### src/rtl/core/energy_accumulator_with_history_unit_defines.svh
// Assertion macros shared by the energy accumulator RTL.
`ifndef ENERGY_ACCUMULATOR_WITH_HISTORY_UNIT_DEFINES_SVH
`define ENERGY_ACCUMULATOR_WITH_HISTORY_UNIT_DEFINES_SVH
`ifndef ASSERT_OFF
`define EAHU_ASSERT(label, clk, rst, prop) \
   label: assert property (@(posedge clk) disable iff (rst) prop) \
      else $error("energy accumulator assertion failed");
`define EAHU_ASSERT_NEVER(label, clk, rst, expr) \
   label: assert property (@(posedge clk) disable iff (rst) !(expr)) \
      else $error("energy accumulator assertion failed");
`else
`define EAHU_ASSERT(label, clk, rst, prop)
`define EAHU_ASSERT_NEVER(label, clk, rst, expr)
`endif
`endif

### src/rtl/core/eahu_pkg.sv
package eahu_pkg;

   localparam int DAY_SLOTS = 7;
   localparam int DAY_IDX_W = (DAY_SLOTS > 1) ? $clog2(DAY_SLOTS) : 1;
   localparam int HDAY_W    = 3;
   localparam int DAY_SUM_W = ((DAY_IDX_W > HDAY_W) ? DAY_IDX_W : HDAY_W) + 1;

   localparam int ENERGY_W  = 63;
   localparam int USAGE_W   = 64;
   localparam int POWER_W   = 23;
   localparam int MAG_W     = POWER_W - 1;
   localparam int TIME_W    = 32;
   localparam int PROD_W    = MAG_W + TIME_W;

   localparam logic [ENERGY_W-1:0] ENERGY_MAX = '1;

   localparam int CSR_IDX_W  = 3;
   localparam int CSR_DATA_W = 40;

   localparam logic [CSR_IDX_W-1:0] CSR_MIN_POWER     = 3'd0;
   localparam logic [CSR_IDX_W-1:0] CSR_MIN_STEP      = 3'd1;
   localparam logic [CSR_IDX_W-1:0] CSR_DAY_LENGTH    = 3'd2;
   localparam logic [CSR_IDX_W-1:0] CSR_SAVE_INTERVAL = 3'd3;
   localparam logic [CSR_IDX_W-1:0] CSR_SAVE_DELTA    = 3'd4;

   localparam logic [15:0] MIN_POWER_RESET     = 16'd100;
   localparam logic [19:0] MIN_STEP_RESET      = 20'd1000;
   localparam logic [31:0] DAY_LENGTH_RESET    = 32'd86400000;
   localparam logic [31:0] SAVE_INTERVAL_RESET = 32'd60000;
   localparam logic [39:0] SAVE_DELTA_RESET    = 40'd1800000000;

   localparam logic KIND_SAMPLE = 1'b0;
   localparam logic KIND_CLEAR  = 1'b1;

   localparam logic [7:0] YEAR_UNSET    = 8'd0;
   localparam logic [7:0] YEAR_MIN_CAL  = 8'd100;

endpackage

### src/rtl/core/eahu_ram.sv
module eahu_ram #(
   parameter int WIDTH = 64,
   parameter int DEPTH = 7,
   localparam int ADDR_W = (DEPTH > 1) ? $clog2(DEPTH) : 1
) (
   input  logic              clock,
   input  logic              wr_en,
   input  logic [ADDR_W-1:0] wr_addr,
   input  logic [WIDTH-1:0]  wr_data,
   input  logic              rd_en,
   input  logic [ADDR_W-1:0] rd_addr,
   output logic [WIDTH-1:0]  rd_data
);

   logic [WIDTH-1:0] mem_ff [DEPTH];
   logic [WIDTH-1:0] rd_data_ff;

   always_ff @(posedge clock) begin
      if (wr_en) begin
         mem_ff[wr_addr] <= wr_data;
      end
      if (rd_en) begin
         rd_data_ff <= mem_ff[rd_addr];
      end
   end

   assign rd_data = rd_data_ff;

endmodule

### src/rtl/core/energy_accumulator_with_history_unit.sv
// Each accepted request word yields exactly one response word. A word passes through
// three working stages (decide and multiply, saturating add, history update and
// read-back) and then waits in the output register. The next word leaves the input
// register only once the previous one has written back all of its state, so a new
// word enters the working stages only after the last one has left them; an input
// register and the output register keep the request side open while a response
// waits. The daily history lives in a small RAM used as a ring with one valid bit
// per entry, so reset and clear words take effect at once and no clearing pass is
// needed.
`include "energy_accumulator_with_history_unit_defines.svh"

module energy_accumulator_with_history_unit
   import eahu_pkg::*;
(
   input  logic                        clock,
   input  logic                        reset,

   input  logic                        req_valid,
   output logic                        req_ready,
   input  logic                        req_kind,
   input  logic [TIME_W-1:0]           req_time_ms,
   input  logic signed [POWER_W-1:0]   req_power_mw,
   input  logic                        req_meter_ready,
   input  logic                        req_calendar_valid,
   input  logic [7:0]                  req_year,
   input  logic [3:0]                  req_month,
   input  logic [HDAY_W-1:0]           req_history_day,

   output logic                        rsp_valid,
   input  logic                        rsp_ready,
   output logic [ENERGY_W-1:0]         rsp_total_energy,
   output logic signed [USAGE_W-1:0]   rsp_month_so_far,
   output logic signed [USAGE_W-1:0]   rsp_last_month,
   output logic signed [USAGE_W-1:0]   rsp_history_value,
   output logic                        rsp_day_rolled,
   output logic signed [USAGE_W-1:0]   rsp_day_used,
   output logic                        rsp_month_rolled,
   output logic signed [USAGE_W-1:0]   rsp_month_total,
   output logic                        rsp_save_total,
   output logic                        rsp_save_daily,
   output logic                        rsp_save_monthly,

   input  logic                        csr_write_en,
   input  logic [CSR_IDX_W-1:0]        csr_index,
   input  logic [CSR_DATA_W-1:0]       csr_wdata
);

   typedef struct packed {
      logic               kind;
      logic [TIME_W-1:0]  time_ms;
      logic [POWER_W-1:0] power_mw;
      logic               meter_ready;
      logic               calendar_valid;
      logic [7:0]         year;
      logic [3:0]         month;
      logic [HDAY_W-1:0]  history_day;
   } req_word_type;

   typedef struct packed {
      logic               clear;
      logic               do_add;
      logic [PROD_W-1:0]  product;
      logic               day_roll;
      logic               month_roll;
      logic               save_chk;
      logic [HDAY_W-1:0]  hday;
      logic               hday_ok;
   } add_word_type;

   typedef struct packed {
      logic               clear;
      logic               day_roll;
      logic               month_roll;
      logic               save_chk;
      logic [HDAY_W-1:0]  hday;
      logic               hday_ok;
   } hist_word_type;

   typedef struct packed {
      logic [ENERGY_W-1:0] total;
      logic [USAGE_W-1:0]  month_so_far;
      logic [USAGE_W-1:0]  last_month;
      logic                day_rolled;
      logic [USAGE_W-1:0]  day_used;
      logic                month_rolled;
      logic [USAGE_W-1:0]  month_total;
      logic                save_total;
      logic                save_daily;
      logic                save_monthly;
      logic                hist_ok;
      logic                hist_fwd;
      logic [USAGE_W-1:0]  fwd_data;
   } rsp_word_type;

   // Configuration.
   logic [15:0]           min_power_ff;
   logic [19:0]           min_step_ff;
   logic [31:0]           day_length_ff;
   logic [31:0]           save_interval_ff;
   logic [39:0]           save_delta_ff;

   // Architectural state.
   logic [ENERGY_W-1:0]   total_ff;
   logic [TIME_W-1:0]     step_time_ff;
   logic                  step_started_ff;
   logic [ENERGY_W-1:0]   day_start_energy_ff;
   logic [TIME_W-1:0]     day_start_time_ff;
   logic [ENERGY_W-1:0]   month_start_energy_ff;
   logic [7:0]            month_start_year_ff;
   logic [3:0]            month_start_month_ff;
   logic [USAGE_W-1:0]    last_month_ff;
   logic [ENERGY_W-1:0]   saved_energy_ff;
   logic [TIME_W-1:0]     save_time_ff;
   logic [DAY_IDX_W-1:0]  head_ff;
   logic [DAY_SLOTS-1:0]  day_valid_ff;

   // Pipeline.
   logic                  s1_valid_ff;
   req_word_type          s1_ff;
   logic                  s2_valid_ff;
   add_word_type          s2_ff;
   add_word_type          s2_in;
   logic                  s3_valid_ff;
   hist_word_type         s3_ff;
   hist_word_type         s3_in;
   logic                  s4_valid_ff;
   rsp_word_type          s4_ff;
   rsp_word_type          s4_in;

   logic                  s1_go;
   logic                  s2_go;
   logic                  s3_go;

   // Decide stage.
   logic                  is_clear;
   logic                  is_sample;
   logic [MAG_W-1:0]      power_mag;
   logic                  above;
   logic [TIME_W-1:0]     step_dt;
   logic                  step_due;
   logic                  do_mark;
   logic [TIME_W-1:0]     day_dt;
   logic [TIME_W-1:0]     save_dt;

   // Add stage.
   logic [USAGE_W-1:0]    add_sum;
   logic [ENERGY_W-1:0]   total_in;

   // History stage.
   logic [USAGE_W-1:0]    total_ext;
   logic [USAGE_W-1:0]    day_diff;
   logic [USAGE_W-1:0]    month_diff;
   logic [USAGE_W-1:0]    saved_hi;
   logic [USAGE_W-1:0]    total_hi;
   logic                  save_hit;
   logic [DAY_IDX_W-1:0]  head_inc;
   logic [DAY_IDX_W-1:0]  head_in;
   logic [DAY_SUM_W-1:0]  rd_sum;
   logic [DAY_IDX_W-1:0]  rd_addr;
   logic                  rd_fwd;
   logic                  rd_hit;
   logic [USAGE_W-1:0]    ram_rd_data;

   assign s3_go     = s3_valid_ff && (!s4_valid_ff || rsp_ready);
   assign s2_go     = s2_valid_ff && (!s3_valid_ff || s3_go);
   assign s1_go     = s1_valid_ff && !s2_valid_ff && !s3_valid_ff;
   assign req_ready = !s1_valid_ff || s1_go;

   always_ff @(posedge clock) begin
      if (reset) begin
         min_power_ff     <= MIN_POWER_RESET;
         min_step_ff      <= MIN_STEP_RESET;
         day_length_ff    <= DAY_LENGTH_RESET;
         save_interval_ff <= SAVE_INTERVAL_RESET;
         save_delta_ff    <= SAVE_DELTA_RESET;
      end else if (csr_write_en) begin
         case (csr_index)
            CSR_MIN_POWER:     min_power_ff     <= csr_wdata[15:0];
            CSR_MIN_STEP:      min_step_ff      <= csr_wdata[19:0];
            CSR_DAY_LENGTH:    day_length_ff    <= csr_wdata[31:0];
            CSR_SAVE_INTERVAL: save_interval_ff <= csr_wdata[31:0];
            CSR_SAVE_DELTA:    save_delta_ff    <= csr_wdata;
            default: begin
            end
         endcase
      end
   end

   // Decide stage: timing checks, threshold and the product for this step.
   always_comb begin
      is_clear  = s1_ff.kind == KIND_CLEAR;
      is_sample = (s1_ff.kind == KIND_SAMPLE) && s1_ff.meter_ready;
      power_mag = s1_ff.power_mw[MAG_W-1:0];
      above     = !s1_ff.power_mw[POWER_W-1] && (power_mag > {6'd0, min_power_ff});
      step_dt   = s1_ff.time_ms - step_time_ff;
      step_due  = step_dt >= {12'd0, min_step_ff};
      do_mark   = is_sample && !(above && step_started_ff && !step_due);
      day_dt    = s1_ff.time_ms - day_start_time_ff;
      save_dt   = s1_ff.time_ms - save_time_ff;

      s2_in.clear      = is_clear;
      s2_in.do_add     = is_sample && above && step_started_ff && step_due;
      s2_in.product    = PROD_W'(power_mag) * PROD_W'(step_dt);
      s2_in.day_roll   = is_sample && (day_dt >= day_length_ff);
      s2_in.month_roll = is_sample && s1_ff.calendar_valid && (s1_ff.year >= YEAR_MIN_CAL) &&
                         ((month_start_year_ff == YEAR_UNSET) ||
                          (s1_ff.month != month_start_month_ff) ||
                          (s1_ff.year != month_start_year_ff));
      s2_in.save_chk   = is_sample && (save_dt > save_interval_ff);
      s2_in.hday       = s1_ff.history_day;
      s2_in.hday_ok    = 32'(s1_ff.history_day) < 32'(DAY_SLOTS);
   end

   // Add stage: the total cannot pass the 63-bit ceiling, it clips there.
   always_comb begin
      add_sum = {1'b0, total_ff} + {{(USAGE_W - PROD_W){1'b0}}, s2_ff.product};
      if (s2_ff.clear) begin
         total_in = '0;
      end else if (s2_ff.do_add) begin
         total_in = add_sum[USAGE_W-1] ? ENERGY_MAX : add_sum[ENERGY_W-1:0];
      end else begin
         total_in = total_ff;
      end
      s3_in.clear      = s2_ff.clear;
      s3_in.day_roll   = s2_ff.day_roll;
      s3_in.month_roll = s2_ff.month_roll;
      s3_in.save_chk   = s2_ff.save_chk;
      s3_in.hday       = s2_ff.hday;
      s3_in.hday_ok    = s2_ff.hday_ok;
   end

   // History stage: the ring head points at the oldest day entry.
   always_comb begin
      total_ext  = {1'b0, total_ff};
      day_diff   = total_ext - {1'b0, day_start_energy_ff};
      month_diff = total_ext - {1'b0, month_start_energy_ff};
      saved_hi   = {1'b0, saved_energy_ff} + {24'd0, save_delta_ff};
      total_hi   = total_ext + {24'd0, save_delta_ff};
      save_hit   = s3_ff.save_chk &&
                   ((total_ext > saved_hi) || ({1'b0, saved_energy_ff} > total_hi));

      head_inc = (head_ff == DAY_IDX_W'(DAY_SLOTS - 1)) ? '0 : head_ff + 1'b1;
      head_in  = s3_ff.day_roll ? head_inc : head_ff;
      rd_sum   = DAY_SUM_W'(head_in) + DAY_SUM_W'(s3_ff.hday);
      if (rd_sum >= DAY_SUM_W'(DAY_SLOTS)) begin
         rd_addr = DAY_IDX_W'(rd_sum - DAY_SUM_W'(DAY_SLOTS));
      end else begin
         rd_addr = DAY_IDX_W'(rd_sum);
      end
      rd_fwd = s3_ff.day_roll && (rd_addr == head_ff);
      rd_hit = !s3_ff.clear && (rd_fwd || day_valid_ff[rd_addr]);

      s4_in.total        = total_ff;
      s4_in.month_so_far = (s3_ff.clear || s3_ff.month_roll) ? '0 : month_diff;
      if (s3_ff.clear) begin
         s4_in.last_month = '0;
      end else if (s3_ff.month_roll) begin
         s4_in.last_month = month_diff;
      end else begin
         s4_in.last_month = last_month_ff;
      end
      s4_in.day_rolled   = s3_ff.day_roll;
      s4_in.day_used     = s3_ff.day_roll ? day_diff : '0;
      s4_in.month_rolled = s3_ff.month_roll;
      s4_in.month_total  = s3_ff.month_roll ? month_diff : '0;
      s4_in.save_total   = s3_ff.clear || save_hit;
      s4_in.save_daily   = s3_ff.clear || s3_ff.day_roll;
      s4_in.save_monthly = s3_ff.clear || s3_ff.month_roll;
      s4_in.hist_ok      = s3_ff.hday_ok && rd_hit;
      s4_in.hist_fwd     = rd_fwd;
      s4_in.fwd_data     = day_diff;
   end

   eahu_ram #(
      .WIDTH (USAGE_W),
      .DEPTH (DAY_SLOTS)
   ) u_day_ram (
      .clock   (clock),
      .wr_en   (s3_go && s3_ff.day_roll),
      .wr_addr (head_ff),
      .wr_data (day_diff),
      .rd_en   (s3_go),
      .rd_addr (rd_addr),
      .rd_data (ram_rd_data)
   );

   always_ff @(posedge clock) begin
      if (reset) begin
         s1_valid_ff <= 1'b0;
         s2_valid_ff <= 1'b0;
         s3_valid_ff <= 1'b0;
         s4_valid_ff <= 1'b0;
      end else begin
         if (req_ready) begin
            s1_valid_ff <= req_valid;
         end
         if (s1_go || s2_go) begin
            s2_valid_ff <= s1_go;
         end
         if (s2_go || s3_go) begin
            s3_valid_ff <= s2_go;
         end
         if (s3_go || rsp_ready) begin
            s4_valid_ff <= s3_go;
         end
      end
   end

   always_ff @(posedge clock) begin
      if (req_valid && req_ready) begin
         s1_ff.kind           <= req_kind;
         s1_ff.time_ms        <= req_time_ms;
         s1_ff.power_mw       <= req_power_mw;
         s1_ff.meter_ready    <= req_meter_ready;
         s1_ff.calendar_valid <= req_calendar_valid;
         s1_ff.year           <= req_year;
         s1_ff.month          <= req_month;
         s1_ff.history_day    <= req_history_day;
      end
      if (s1_go) begin
         s2_ff <= s2_in;
      end
      if (s2_go) begin
         s3_ff <= s3_in;
      end
      if (s3_go) begin
         s4_ff <= s4_in;
      end
   end

   // Time marks commit as the word leaves the decide stage.
   always_ff @(posedge clock) begin
      if (reset) begin
         step_time_ff         <= '0;
         step_started_ff      <= 1'b0;
         day_start_time_ff    <= '0;
         month_start_year_ff  <= YEAR_UNSET;
         month_start_month_ff <= '0;
         save_time_ff         <= '0;
      end else if (s1_go) begin
         if (is_clear) begin
            step_time_ff         <= '0;
            step_started_ff      <= 1'b0;
            month_start_year_ff  <= YEAR_UNSET;
            month_start_month_ff <= '0;
         end else begin
            if (do_mark) begin
               step_time_ff    <= s1_ff.time_ms;
               step_started_ff <= 1'b1;
            end
            if (s2_in.month_roll) begin
               month_start_year_ff  <= s1_ff.year;
               month_start_month_ff <= s1_ff.month;
            end
         end
         if (s2_in.day_roll) begin
            day_start_time_ff <= s1_ff.time_ms;
         end
         if (s2_in.save_chk) begin
            save_time_ff <= s1_ff.time_ms;
         end
      end
   end

   always_ff @(posedge clock) begin
      if (reset) begin
         total_ff <= '0;
      end else if (s2_go) begin
         total_ff <= total_in;
      end
   end

   always_ff @(posedge clock) begin
      if (reset) begin
         day_start_energy_ff   <= '0;
         month_start_energy_ff <= '0;
         last_month_ff         <= '0;
         saved_energy_ff       <= '0;
         head_ff               <= '0;
         day_valid_ff          <= '0;
      end else if (s3_go) begin
         last_month_ff <= s4_in.last_month;
         if (s3_ff.clear) begin
            month_start_energy_ff <= '0;
            saved_energy_ff       <= '0;
            day_valid_ff          <= '0;
         end else begin
            if (s3_ff.day_roll) begin
               day_start_energy_ff   <= total_ff;
               day_valid_ff[head_ff] <= 1'b1;
               head_ff               <= head_inc;
            end
            if (s3_ff.month_roll) begin
               month_start_energy_ff <= total_ff;
            end
            if (save_hit) begin
               saved_energy_ff <= total_ff;
            end
         end
      end
   end

   assign rsp_valid         = s4_valid_ff;
   assign rsp_total_energy  = s4_ff.total;
   assign rsp_month_so_far  = s4_ff.month_so_far;
   assign rsp_last_month    = s4_ff.last_month;
   assign rsp_history_value = !s4_ff.hist_ok ? '0 :
                              (s4_ff.hist_fwd ? s4_ff.fwd_data : ram_rd_data);
   assign rsp_day_rolled    = s4_ff.day_rolled;
   assign rsp_day_used      = s4_ff.day_used;
   assign rsp_month_rolled  = s4_ff.month_rolled;
   assign rsp_month_total   = s4_ff.month_total;
   assign rsp_save_total    = s4_ff.save_total;
   assign rsp_save_daily    = s4_ff.save_daily;
   assign rsp_save_monthly  = s4_ff.save_monthly;

   `EAHU_ASSERT_NEVER(a_one_word_in_flight, clock, reset, s2_valid_ff && s3_valid_ff)
   `EAHU_ASSERT(a_clear_zeroes_total, clock, reset, s2_go && s2_ff.clear |=> total_ff == '0)
   `EAHU_ASSERT(a_day_roll_saves, clock, reset, rsp_valid && rsp_day_rolled |-> rsp_save_daily)
   `EAHU_ASSERT(a_month_roll_saves, clock, reset,
                rsp_valid && rsp_month_rolled |-> rsp_save_monthly)

endmodule
### config.mk
export PLATFORM = sky130hd
export DESIGN_NAME = energy_accumulator_with_history_unit
export DESIGN_NICKNAME = d
export VERILOG_FILES = /design/src/rtl/core/eahu_pkg.sv /design/src/rtl/core/eahu_ram.sv /design/src/rtl/core/energy_accumulator_with_history_unit.sv
export VERILOG_INCLUDE_DIRS = /design/src /design/src/rtl/core
export SDC_FILE = /design/constraint.sdc
export NUM_CORES = 2
export LEC_CHECK = 0
export BUFFER_PORTS_ARGS = -buffer_cell sky130_fd_sc_hd__buf_2
export CAP_MARGIN = 15
export CORE_ASPECT_RATIO = 2
export CORE_UTILIZATION = 35
export DETAILED_ROUTE_END_ITERATION = 10
export REMOVE_ABC_BUFFERS = 1
export SETUP_SLACK_MARGIN = 0.15
export SYNTH_ARGS = -nofsm -noshare
export SYNTH_HDL_FRONTEND = slang
export SYNTH_SLANG_ARGS = --single-unit
### constraint.sdc
create_clock -name clock -period 35.6 [get_ports clock]
set_clock_uncertainty 0.1 [all_clocks]
set_input_delay 7.12 -clock clock [delete_from_list [all_inputs] [get_ports clock]]
set_output_delay 7.12 -clock clock [all_outputs]
set_load 0.1 [all_outputs]
==> flow_summary.yaml <==
status:
  status: "finished, final reports clean"
sta:
  worst_slack_ns: 25.01
  layout_min_cycle_time_ns: 10.59
  max_freq_mhz: 94.4
  setup_viol: 0
  tns_ns: 0
  max_slew_margin: 0.179
  tightest_slew_ns: 1.23
  rsz0062_at_grt: "false"
  post-route-period-util: 0.298
  slew_violations: 0
  hold_violations: 0
clock_network:
  cts-root-buf: "clkbuf_16"
  cts_setup_buffers: 0
  cts_tree: "done"
  clockBufferDepth: 4
  clk_pin_slew_ns: 0.07
  numCtsBuffers: 162
  postCtsHoldBufs: 0
  clkLatencyLatePin_ns: 0.86
  clkSinkCount: 1625
  h-tree-depth: 4
  cts-resized-gates: 0
route:
  drt_pass1_iterations: 6
  vias: 77900
  drt_wl_total_mm: 315
  drc: 0
  drt-vias-per-instance: 5.20
  wire_per_inst_um: 21.1
  initialDrtViolationCount: 4053
  ant_nets: 0
worst_hold_path:
  hold_depth: 0
  min_from: "s2_ff[4]"
  holdCritPathClass: "register to register"
  holdPathEnd: "s3_ff[4]"
global_route:
  grt_overflow: 0
  gr-usage-met1: 0.210
  grt_start_max_net_pins: 127
  gr-usage-met2: 0.383
  grt_busiest_layer: "met2"
  gr-usage-all-layers: 0.197
  grt_pass1_wl_mm: 474
  antenna_found_initial: 24
  met3_usage: 0.0228
  grt_pass1_vias: 79900
floorplanning:
  die_x_um: 396
  num_rows: 288
  core_area_um2: 308000
  die_h_um: 790
  start_util: 0.352
  dieArea_um2: 312000
  ios: 511
placed_design:
  dp_slack_ns: 24.86
  dp.cells: 14700
  place_hpwl_mm: 237
  gp_congestion: 0.932
  port_buffers: 510
synth:
  ys.flop_type: "edfxtp_1"
  ys.warnings.count: 0
  synth_edf_count: 1046
  synth-seq-cells: 1625
  syn_area_um2: 109000
  syn_inst: 10800
  yosysTopAreaCell: "edfxtp_1"
  synth_top_area_share: 0.289
  yosysSeqAreaShare: 0.396
  synth.area.top_cells: "edfxtp_1 29%, fa_1 11%, dfxtp_1 11%"
  synthDistinctLibCells: 85
  avgSynthCellArea_um2: 10.1
  synth-async-reset-ratio: 0
finish:
  finalNetCount: 12300
  drive_gt1_frac: 0.0972
  synthToLayoutAreaGrowth_pct: 9.31
  stdcell_count: 15000
  post-route-util: 0.385
setup_path:
  crit_slowest_cell: "buf_4"
  rr_worst_depth: 38
  crit_top_cell: "buf_4"
  cp_max_fo: 35
  rrSetupSlack_ns: 25.12
  criticalPathCategory: "register to output pin"
  cp-start-kind: "register"
  path_cells: "buf_4, buf_4, mux2i_1, nor2b_1, buf_2"
  worstPathArrival_ns: 3.37
  crit_path_max_incr_delay_ns: 0.65
  r2r_start: "s1_ff[40]"
  cp-end-kind: "output pin"
  critical_path_buf_inv_count: 3
  r2r_end: "s2_ff[57]"
  cp.required_ns: 28.38
  cp_top_family: "buffers and inverters"
run:
  maxCapViolations: 0
## cell type report
type | count | area, um2
Clock inverter | 68 | 808
Fill cell | 30600 | 189000
Multi-Input combinational cell | 7318 | 57600
Tap cell | 4060 | 5080
Timing Repair Buffer | 654 | 3680
Inverter | 1033 | 3880
Sequential cell | 1625 | 43000
Antenna cell | 11 | 27.5
Clock buffer | 218 | 4540
## routing by layer
| metal | share of wire | up-vias |
|---|---|---|
| met3 | 0.045 | 677 |
| met1 | 0.37 | 38400 |
| met2 | 0.54 | 2087 |
| met4 | 0.047 | 8 |
| met5 | 0.00018 | - |
| li1 | - | 36700 |
## cell usage after synthesis (283+ instances only)
cell      number
nand2_1     1285
edfxtp_1    1046
inv_1       1029
a21oi_1      815
ha_1         752
fa_1         606
dfxtp_1      579
nor2_1       491
and2_1       471
clkbuf_1     447
o21ai_0      435
buf_4        320
a21o_1       283
## registers in the layout, summed over array words and instances, names as in the netlist, 64 cells and up
register,cells
rsp_month_so_far,64
rsp_day_used,64
last_month_ff,64
rsp_last_month,64
u_day_ram.rd_data,64
u_day_ram.mem_ff,448
rsp_month_total,64
s4_ff,66
## per-stage QoR
stage | hold slack [ns] | cell area, um2
after floorplan | 0.300 | 104000
after global placement | 0.303 | 113000
after detailed placement | 0.306 | 113000
after CTS | 0.322 | 119000
after global routing | 0.324 | 119000
final | 0.321 | 119000
## kinds of logic (layout without fill, tap and decap cells)
group / Yosys count / count (layout) / synth area share
simple gates: 3059 / 3059 / 0.135
buf+inv: 1852 / 1973 / 0.0756
flops: 1625 / 1625 / 0.396
compound gates: 2194 / 2194 / 0.127
mux: 279 / 279 / 0.0332
other cells: 0 / 11 / 0
xor+xnor: 428 / 428 / 0.0345
fa+ha+maj: 1358 / 1358 / 0.198
## cell usage in the layout (no fill, tap or decap), types with 34 or more instances in the layout
cell          n
o21bai_1     66
nor3b_1      66
mux4_2       65
clkbuf_16   167
o21a_1       64
nand2_1    1283
nor2b_1     161
buf_2       509
inv_1      1027
xor2_1      165
a21oi_1     813
and3_1       60
a21o_1      283
edfxtp_1   1046
and2_1      469
ha_1        752
nand3b_1     36
dfxtp_1     579
fa_1        606
nand2b_1     63
nand4_1     109
nor3_1       78
a211oi_1     47
o21ai_0     435
clkbuf_1     34
o211ai_1     36
xnor2_1     257
buf_4       141
a31oi_1      52
mux2i_1     212
nor2_1      485
a22o_1      120
nand3_1     126
## how the worst max path moves through the flow
| stage | start | end | depth (start not counted) |
|---|---|---|---|
| global placement | rsp_ready | rsp_last_month[5] | 7 |
| detailed placement | rsp_ready | rsp_last_month[5] | 7 |
| finish | s4_ff[64] | rsp_history_value[5] | 5 |
| global route | s1_ff[41] | s2_ff[55] | 37 |
| floorplan | rsp_ready | last_month_ff[22] | 6 |
| CTS | s4_ff[64] | rsp_history_value[5] | 5 |
Power is not shown: default switching activity piles up to over one toggle a cycle in this logic, so the estimate is an artifact.
